<file path="src/rtl/deq_pkg.sv">
// Shared constants, types and ring index helpers for the double-ended queue.
package deq_pkg;

	localparam int DEPTH      = 16;
	localparam int DATA_WIDTH = 32;
	localparam int VALUE_W    = 32;
	localparam int IDX_W      = $clog2(DEPTH);
	localparam int CNT_W      = $clog2(DEPTH + 1);

	typedef logic [IDX_W-1:0]      idx_t;
	typedef logic [CNT_W-1:0]      cnt_t;
	typedef logic [DATA_WIDTH-1:0] data_t;
	typedef logic [VALUE_W-1:0]    value_t;

	typedef enum logic [2:0] {
		FUNC_PUSH_FRONT = 3'd0,
		FUNC_PUSH_BACK  = 3'd1,
		FUNC_POP_FRONT  = 3'd2,
		FUNC_POP_BACK   = 3'd3,
		FUNC_STATUS     = 3'd4
	} func_t;

	function automatic idx_t idx_inc(input idx_t i);
		return (i == idx_t'(DEPTH - 1)) ? '0 : i + 1'b1;
	endfunction

	function automatic idx_t idx_dec(input idx_t i);
		return (i == '0) ? idx_t'(DEPTH - 1) : i - 1'b1;
	endfunction

endpackage

</file>
<file path="src/rtl/deq_ram.sv">
// Single-port-write, single-port-read synchronous RAM with registered read data.
module deq_ram #(
	parameter int DEPTH_P = 16,
	parameter int WIDTH_P = 32
) (
	input  logic                       clk,
	input  logic                       we,
	input  logic [$clog2(DEPTH_P)-1:0] waddr,
	input  logic [WIDTH_P-1:0]         wdata,
	input  logic                       re,
	input  logic [$clog2(DEPTH_P)-1:0] raddr,
	output logic [WIDTH_P-1:0]         rdata
);

	logic [WIDTH_P-1:0] mem [DEPTH_P];

	always_ff @(posedge clk) begin
		if (we) begin
			mem[waddr] <= wdata;
		end
	end

	always_ff @(posedge clk) begin
		if (re) begin
			rdata <= mem[raddr];
		end
	end

endmodule

</file>
<file path="src/rtl/double_ended_queue.sv">
// Bounded double-ended queue: ring storage in a RAM with cached front and rear words.
// An accepted command moves control from the idle to the response state, where its result
// is registered and strobed by done. Start is ignored while busy, which is high for the one cycle
// in which the RAM read for a pop returns and the cached front or rear word is refilled from it.
// Reset clears the indices, the entry count and the control state; the storage is not cleared.
// Results cannot be stalled: done is high for exactly one cycle per command.
module double_ended_queue (
	input  logic                  clk,
	input  logic                  arst_n,
	input  logic                  start,
	output logic                  busy,
	input  logic [2:0]            func,
	input  deq_pkg::value_t       value,
	output logic                  done,
	output logic                  ok,
	output deq_pkg::value_t       popped_value,
	output deq_pkg::value_t       front_value,
	output deq_pkg::value_t       rear_value,
	output deq_pkg::cnt_t         count,
	output logic                  is_empty
);

	import deq_pkg::*;

	typedef enum logic [1:0] {
		ST_IDLE = 2'b01,
		ST_RESP = 2'b10
	} state_t;

	state_t state_q;
	idx_t   head_q, tail_q, head_d, tail_d;
	cnt_t   cnt_q, cnt_d;
	data_t  front_q, rear_q, front_d, rear_d;
	data_t  val, pop_d, rdata, front_res, rear_res;
	logic   acc, full, empty;
	logic   mem_we, mem_re;
	idx_t   mem_waddr, mem_raddr;
	logic   ok_d, fixf_d, fixr_d;
	logic   ok_s1, fixf_s1, fixr_s1;
	data_t  pop_s1;
	logic   done_q, ok_q, empty_q;
	value_t popped_q, front_out_q, rear_out_q;
	cnt_t   count_q;

	assign busy  = (state_q == ST_RESP);
	assign acc   = start && !busy;
	assign full  = (cnt_q == cnt_t'(DEPTH));
	assign empty = (cnt_q == '0);
	assign val   = data_t'(value);

	always_comb begin
		mem_we    = 1'b0;
		mem_waddr = head_q;
		mem_re    = 1'b0;
		mem_raddr = head_q;
		head_d    = head_q;
		tail_d    = tail_q;
		cnt_d     = cnt_q;
		front_d   = front_q;
		rear_d    = rear_q;
		ok_d      = 1'b1;
		pop_d     = '0;
		fixf_d    = 1'b0;
		fixr_d    = 1'b0;
		unique case (func_t'(func))
			FUNC_PUSH_FRONT: begin
				if (full) begin
					ok_d = 1'b0;
				end else begin
					head_d    = idx_dec(head_q);
					mem_we    = 1'b1;
					mem_waddr = head_d;
					front_d   = val;
					if (empty) begin
						rear_d = val;
					end
					cnt_d = cnt_q + 1'b1;
				end
			end
			FUNC_PUSH_BACK: begin
				if (full) begin
					ok_d = 1'b0;
				end else begin
					mem_we    = 1'b1;
					mem_waddr = tail_q;
					tail_d    = idx_inc(tail_q);
					rear_d    = val;
					if (empty) begin
						front_d = val;
					end
					cnt_d = cnt_q + 1'b1;
				end
			end
			FUNC_POP_FRONT: begin
				if (empty) begin
					ok_d = 1'b0;
				end else begin
					pop_d  = front_q;
					head_d = idx_inc(head_q);
					cnt_d  = cnt_q - 1'b1;
					// The new front word lives in the RAM unless the queue drains.
					if (cnt_q != cnt_t'(1)) begin
						mem_re    = 1'b1;
						mem_raddr = head_d;
						fixf_d    = 1'b1;
					end
				end
			end
			FUNC_POP_BACK: begin
				if (empty) begin
					ok_d = 1'b0;
				end else begin
					pop_d  = rear_q;
					tail_d = idx_dec(tail_q);
					cnt_d  = cnt_q - 1'b1;
					if (cnt_q != cnt_t'(1)) begin
						mem_re    = 1'b1;
						mem_raddr = idx_dec(tail_d);
						fixr_d    = 1'b1;
					end
				end
			end
			default: begin
				ok_d = 1'b1;
			end
		endcase
	end

	deq_ram #(
		.DEPTH_P (DEPTH),
		.WIDTH_P (DATA_WIDTH)
	) u_ram (
		.clk   (clk),
		.we    (acc && mem_we),
		.waddr (mem_waddr),
		.wdata (val),
		.re    (acc && mem_re),
		.raddr (mem_raddr),
		.rdata (rdata)
	);

	assign front_res = fixf_s1 ? rdata : front_q;
	assign rear_res  = fixr_s1 ? rdata : rear_q;

	always_ff @(posedge clk or negedge arst_n) begin
		if (!arst_n) begin
			state_q <= ST_IDLE;
			head_q  <= '0;
			tail_q  <= '0;
			cnt_q   <= '0;
			done_q  <= 1'b0;
		end else begin
			done_q <= 1'b0;
			unique case (state_q)
				ST_IDLE: begin
					if (acc) begin
						head_q  <= head_d;
						tail_q  <= tail_d;
						cnt_q   <= cnt_d;
						state_q <= ST_RESP;
					end
				end
				ST_RESP: begin
					done_q  <= 1'b1;
					state_q <= ST_IDLE;
				end
				default: begin
					state_q <= ST_IDLE;
				end
			endcase
		end
	end

	always_ff @(posedge clk) begin
		if (acc) begin
			front_q <= front_d;
			rear_q  <= rear_d;
			ok_s1   <= ok_d;
			pop_s1  <= pop_d;
			fixf_s1 <= fixf_d;
			fixr_s1 <= fixr_d;
		end else if (busy) begin
			front_q     <= front_res;
			rear_q      <= rear_res;
			ok_q        <= ok_s1;
			popped_q    <= value_t'(pop_s1);
			front_out_q <= (cnt_q == '0) ? '0 : value_t'(front_res);
			rear_out_q  <= (cnt_q == '0) ? '0 : value_t'(rear_res);
			count_q     <= cnt_q;
			empty_q     <= (cnt_q == '0);
		end
	end

	assign done         = done_q;
	assign ok           = ok_q;
	assign popped_value = popped_q;
	assign front_value  = front_out_q;
	assign rear_value   = rear_out_q;
	assign count        = count_q;
	assign is_empty     = empty_q;

	a_busy_one_cycle: assert property (@(posedge clk) disable iff (!arst_n)
		busy |=> !busy)
		else $error("busy held for more than one cycle");

	a_accept_then_busy: assert property (@(posedge clk) disable iff (!arst_n)
		(start && !busy) |=> busy)
		else $error("accepted command did not enter the response cycle");

	a_done_after_busy: assert property (@(posedge clk) disable iff (!arst_n)
		done |-> $past(busy))
		else $error("result strobe without a preceding response cycle");

	a_count_bound: assert property (@(posedge clk) disable iff (!arst_n)
		cnt_q <= cnt_t'(DEPTH))
		else $error("entry count exceeds depth");

	a_empty_flag: assert property (@(posedge clk) disable iff (!arst_n)
		done |-> (is_empty == (count == '0)))
		else $error("empty flag disagrees with count");

endmodule
</file>
<file path="config.mk">
export PLATFORM = sky130hd
export DESIGN_NAME = double_ended_queue
export DESIGN_NICKNAME = d
export VERILOG_FILES = /design/src/rtl/deq_pkg.sv /design/src/rtl/deq_ram.sv /design/src/rtl/double_ended_queue.sv
export SDC_FILE = /design/constraint.sdc
export NUM_CORES = 1
export LEC_CHECK = 0
export ABC_CLOCK_PERIOD_IN_PS = 5780
export BUFFER_PORTS_ARGS = -buffer_cell sky130_fd_sc_hd__buf_2
export CAP_MARGIN = 25
export CORE_ASPECT_RATIO = 0.9
export CORE_UTILIZATION = 35
export CTS_CLUSTER_DIAMETER = 60
export CTS_CLUSTER_SIZE = 16
export DETAILED_ROUTE_END_ITERATION = 16
export GPL_TIMING_DRIVEN = 0
export PLACE_DENSITY_LB_ADDON = 0.05
export SYNTH_ARGS = -nofsm -noshare
export SYNTH_HDL_FRONTEND = slang
export SYNTH_SLANG_ARGS = --single-unit
</file>
<file path="constraint.sdc">
create_clock -name clk -period 5.78 [get_ports clk]
set_input_delay 0.289 -clock clk [delete_from_list [all_inputs] [get_ports clk]]
set_output_delay 0.289 -clock clk [all_outputs]
set_load 0.05 [all_outputs]
</file>
# == Yosys cells after proc, flatten, opt, wreduce, memory -nomap -nowiden ==
# Memories as Yosys holds them, arrays and structs flattened. A register that Yosys moved wholly into a read port is not among the register bits.
# Index checks and enable logic that the tools add are counted.
# W data, S select, Z words.
# op_classes
muxes,47
add_sub_neg,7
reduce_logical,21
eq_ne,20
div_mod_pow,0
n_bitwise,1
mul,0
order_cmp,0
shift,0
# ops
cell,count
$mux W32,11
$pmux W32 S2,3
$mux W4,14
$pmux W4 S2,4
$reduce_and A5 Y1,4
$logic_not A4 Y1,3
$ne A2 B2 Y1 const B,6
$ne A3 B3 Y1 const B,4
$sub A4 B1 Y4 const B,3
$mux W5,2
$pmux W5 S2,1
$mux W1,9
$add A4 B1 Y4 const B,2
$eq A4 B4 Y1 const B,2
$reduce_bool A2 Y1,4
$eq A3 B2 Y1 const B,2
$add A5 B1 Y5 const B,1
$eq A5 B5 Y1 const B,1
$logic_not A5 Y1,1
$ne A5 B1 Y1 const B,1
$sub A5 B1 Y5 const B,1
$mux W2,2
$reduce_and A4 Y1,1
$reduce_or A2 Y1,2
10 further kinds,12
# word_totals
mem_bits_rw,512
reg_bits,218
latch_bits,0
word_cells,114
inputBits,38
n_memories,1
out_inout_bits,105
mem_bits_ro,0
# mem_list
memory,depth,width,rd,rd_ports_with_merged_regs,wr,line,source
u_ram.mem,16,32,1,1,1,deq_ram.sv:15,logic [WIDTH_P-1:0] mem [DEPTH_P];

# == Depth between registers and ports, before layout ==
# depth
depth_word,7
mapped_depth,12
ltp_nobuf,9

# == Modules after synthesis ==
# From an unflattened synthesis, not the netlist that was laid out.
# unflattened
hier_cells,1540
area_unflattened_um2,29588.4
# modules_own_cells
mod,instances,seq_area_each_um2,cells_per_inst,area_each_um2
deq_ram,1,16335.7,838,20155.6
double_ended_queue,1,6467.5,702,9432.8

# == Least setup slack after synthesis ==
# No wires, ideal clock.
# synth_timing
kind,register -> register
from,reg cnt_q[0]
to,reg front_q[0] (enable)
stages_incl_launch_ff,7
required_ns,5.314
arrival_time_ns,3.909
synth_period_minus_slack_ns,4.375
n_path_buf,1
setup_slack_ns,1.405
setup_ns,0.466
path_cell_list,dfrtp_1 -> inv_1 -> ha_1 -> nor4b_1 -> clkbuf_1 -> nor2_1 -> o21ai_0
# synth_via
elab_chain_len,3
word_cells_on_any_way,6
classes_between,4 x eq/ne; 2 x reduce/logical
# synth_rtl
element,line,source
start: declaration,double_ended_queue.sv:32,"cnt_t cnt_q, cnt_d;"
start signal: assignment,double_ended_queue.sv:159,cnt_q <= cnt_d;
$eq A5 B5 Y1 or $logic_not A5 Y1 (tied branches),"double_ended_queue.sv:47, double_ended_queue.sv:48",
$ne A3 B3 Y1 (no line),-,
$reduce_and A5 Y1 (no line) *,-,
end signal: assignment,double_ended_queue.sv:176,front_q <= front_d;
end signal: assignment,double_ended_queue.sv:183,front_q <= front_res;
end: declaration,double_ended_queue.sv:33,"data_t front_q, rear_q, front_d, rear_d;"
# Mark *: on every way between the ends. The rest lies on a longest branch, timed or not.
# A chain may end at the register's enable or synchronous reset.

# == Worst setup path after layout ==
# layout_timing
from,reg tail_q[0]
to,"reg u_ram.rdata[8], read port of u_ram.mem, data pin"
# layout_via
elab_chain_len,7
word_cells_on_any_way,9
classes_between,2 x add/sub; 5 x mux; 2 x reduce/logical
# layout_rtl
element,line,source
start: declaration,double_ended_queue.sv:31,"idx_t head_q, tail_q, head_d, tail_d;"
start signal: assignment,double_ended_queue.sv:158,tail_q <= tail_d;
$sub A4 B1 Y4 or $logic_not A4 Y1 (tied branches),deq_pkg.sv:28,return (i == '0) ? idx_t'(DEPTH - 1) : i - 1'b1;
$mux W4 *,deq_pkg.sv:28,
$sub A4 B1 Y4 or $logic_not A4 Y1 (tied branches),deq_pkg.sv:28,
$mux W4 *,deq_pkg.sv:28,
$mux W4 *,double_ended_queue.sv:116,if (cnt_q != cnt_t'(1)) begin
$mux W4 *,double_ended_queue.sv:110,if (empty) begin
$pmux W4 S2 *,double_ended_queue.sv:65,unique case (func_t'(func))
end: declaration,deq_ram.sv:12,output logic [WIDTH_P-1:0] rdata
# Marks and branches as above.

==> impl_metrics.json <==
{
  "outcome": "complete, no violations",
  "firstDrtPassIters": 5,
  "gp_congestion": 0.806,
  "post-cts-setup-buffers": 0,
  "dp_cells": 3216,
  "place_area_um2": 33600,
  "core_um2": 86500,
  "hp-class": "input pin to flop",
  "wl_per_cell_um": 25.3,
  "grt_max_degree": 60,
  "hold_ws_ns": 0.0720,
  "clk_latency_ns": 0.63,
  "p_leak_nw": 12.2,
  "drt-vias-per-instance": 5.08,
  "slew_viol_final": 0,
  "path_class": "flop to flop",
  "synthArstFlopShare_pct": 2.10,
  "place.detailed.hpwl_um": 58600,
  "grt_pass1_wl_um": 121000,
  "grt_pass1_vias": 17400,
  "synth_edf_count": 746,
  "wl_met1_um": 40000,
  "yosys-top-cells-area": "edfxtp_1 73%, mux2i_1 7.3%, mux2_2 4.6%",
  "skew_ns": 0.0301,
  "cp-start-kind": "flop",
  "multi_input_area_um2": 7490,
  "ys.flop_type": "edfxtp_1",
  "synth_area_um2": 30800,
  "stdcell_area_um2": 35800,
  "peakVddDrop_v": 0.000251,
  "report.final.hold_viol_count": 0,
  "seq_area_frac_synth_pct": 74.1,
  "row_count": 102,
  "yosysTopAreaCell": "edfxtp_1",
  "rsz0062_at_grt": "no",
  "cts_tree": "built",
  "htree_levels": 3,
  "reg2reg_setup_slack_ns": 1.59,
  "final_cells": 3331,
  "final_antenna_net_count": 0,
  "drt-initial-drc-count": 1416,
  "final_util_pct": 41.4,
  "fmax_ghz": 0.239,
  "finalCritPeriodShare_pct": 72.5,
  "setup_ws_ns": 1.59,
  "wl_met3_um": 3470,
  "avgSynthCellArea_um2": 16.1,
  "yosysUniqueCellTypes": 63,
  "yosysWarnings": 0,
  "track_usage_pct": 18.8,
  "holdPathStages": 1,
  "maxSlewHeadroom_pct": 30.8,
  "p_per_area_nw_per_um2": 458,
  "die_h_um": 283,
  "drc": 0,
  "fill_cells": 7941,
  "cts_resized": 0,
  "topRoutingLayerUsed": "met4",
  "cts_buffer_depth": 3,
  "ys_ff_latch": 762,
  "overflow": 0,
  "rr_startpoint": "tail_q[0]$_DFFE_PN0P_",
  "fin_nets": 2195,
  "drv_cap": 0,
  "cp.required_ns": 6.03,
  "wl_met2_um": 39000,
  "cts.clk_slew.worst_paths_ns": 0.07,
  "pin_count": 143,
  "setup_viol": 0,
  "antenna_cells": 0,
  "start_util_pct": 35.6,
  "cp.arrival_ns": 4.44,
  "cts_root_buf": "clkbuf_16",
  "finalPower_mw": 16.4,
  "dieArea_um2": 89100,
  "synthCells": 1908,
  "syn-num-nets": 1958,
  "synth_most_common_cell": "edfxtp_1",
  "netlist.area_leader.share_pct": 72.8,
  "die_w_um": 315,
  "port_buffers": 141,
  "clock_sinks": 762,
  "r2r-end": "u_ram.rdata[8]$_DFFE_PP_",
  "syn_to_final_growth_pct": 16.4,
  "wl_um": 84200,
  "cts_made_buffers": 69,
  "critical_path.endpoint": "u_ram.rdata[8]$_DFFE_PP_",
  "drive_above_1_share_pct": 21.8,
  "seqCellArea_um2": 22800,
  "place_ws_ns": 1.55,
  "reg2reg_depth": 12,
  "fin_tns_setup_ns": 0,
  "vias": 16900,
  "antenna_found_initial": 4,
  "fin_crit_ns": 4.19,
  "yosys-top-cells-count": "746 x edfxtp_1, 225 x mux2i_1, 159 x nand2_1",
  "worstMarginPinSlew_ns": 1.04,
  "startpoint": "tail_q[0]$_DFFE_PN0P_",
  "worst_setup_path_end_kind": "flop",
  "path_max_fanout": 10
}
logic make-up (layout without fill, tap and decap cells):
| group | count (synthesis) | count (layout) | share of synthesized area (%) |
|---|---|---|---|
| buf+inv | 125 | 404 | 2.07 |
| simple gates | 390 | 390 | 5.45 |
| mux | 355 | 355 | 12.1 |
| compound gates | 258 | 258 | 5.63 |
| flops | 762 | 762 | 74.1 |
| fa+ha+maj | 12 | 12 | 0.488 |
| xor+xnor | 6 | 6 | 0.171 |
critical path, cell delays in order (launching register included):
cell and delay [ns]:
dfrtp_1 0.42, buf_2 0.19, inv_1 0.18, ha_1 0.23, nor3b_1 0.32, or3_1 0.16
a311oi_1 0.08, a21oi_1 0.55, buf_2 0.43, clkbuf_1 0.59, nand2_1 0.11, o211ai_1 0.21
nand4_1 0.36
sequential cells by signal (all words and copies together), names as in the netlist, 5 cells and up:
name	cells
u_ram.mem	512
front_q	32
front_value	32
pop_s1	32
popped_value	32
rear_q	32
rear_value	32
u_ram.rdata	32
cnt_q	5
count	5
cell usage in the layout, fill, tap and decap left out, types with 7 or more instances in the layout:
master        n
nand2b_1      8
mux2_2      125
a21oi_1      77
nor2_4       17
nand4_1      34
buf_6        10
buf_12       10
clkinvlp_4    7
edfxtp_1    746
buf_4        18
nand2_1     159
clkbuf_1     45
o211ai_1    130
buf_1        18
inv_1        12
clkbuf_16    71
nor2_1      141
o21ai_0      15
dfrtp_1      15
buf_16       11
buf_2       164
ha_1         12
mux2i_1     225
final cells by class:
class,instances,area share [%]
multi-input cells,1021,20.9
plain buffers,111,1.63
repair buffers,166,3.49
clock inverters,40,1.19
inverters,14,0.154
flip-flops and latches,762,63.6
well taps,1144,3.99
clock buffers,73,4.98
power by group:
part           switching (mW)  leakage, nW  internal [mW]
combinational            3.46         4.13           1.69
clock                    2.16         1.06           2.46
sequential              0.130         6.97           6.51
total                    5.74         12.2           10.7
timing repair:
item / CTS / global route
hold buffers: 2 / 0
endpoints found under the setup margin: 0 / 0
hold endpoints to repair: 18 / 0
how the worst min path moves through the flow:
stage / startpoint / end
6_report: value[25] / u_ram.mem[7][25]$_DFFE_PP_
5_1_grt: value[25] / u_ram.mem[7][25]$_DFFE_PP_
2_1_floorplan: arst_n / cnt_q[0]$_DFFE_PN0P_
4_1_cts: value[25] / u_ram.mem[7][25]$_DFFE_PP_
3_5_place_dp: arst_n / tail_q[0]$_DFFE_PN0P_
3_3_place_gp: arst_n / tail_q[2]$_DFFE_PN0P_
metal layers:
metal  vias up  GRT usage (%)
li1       7803              -
met1      8609           27.1
met2       394           30.0
met3        99           2.28
met4         0           4.78
met5         -              0
Note: power is estimated with default switching activity, not from simulation.
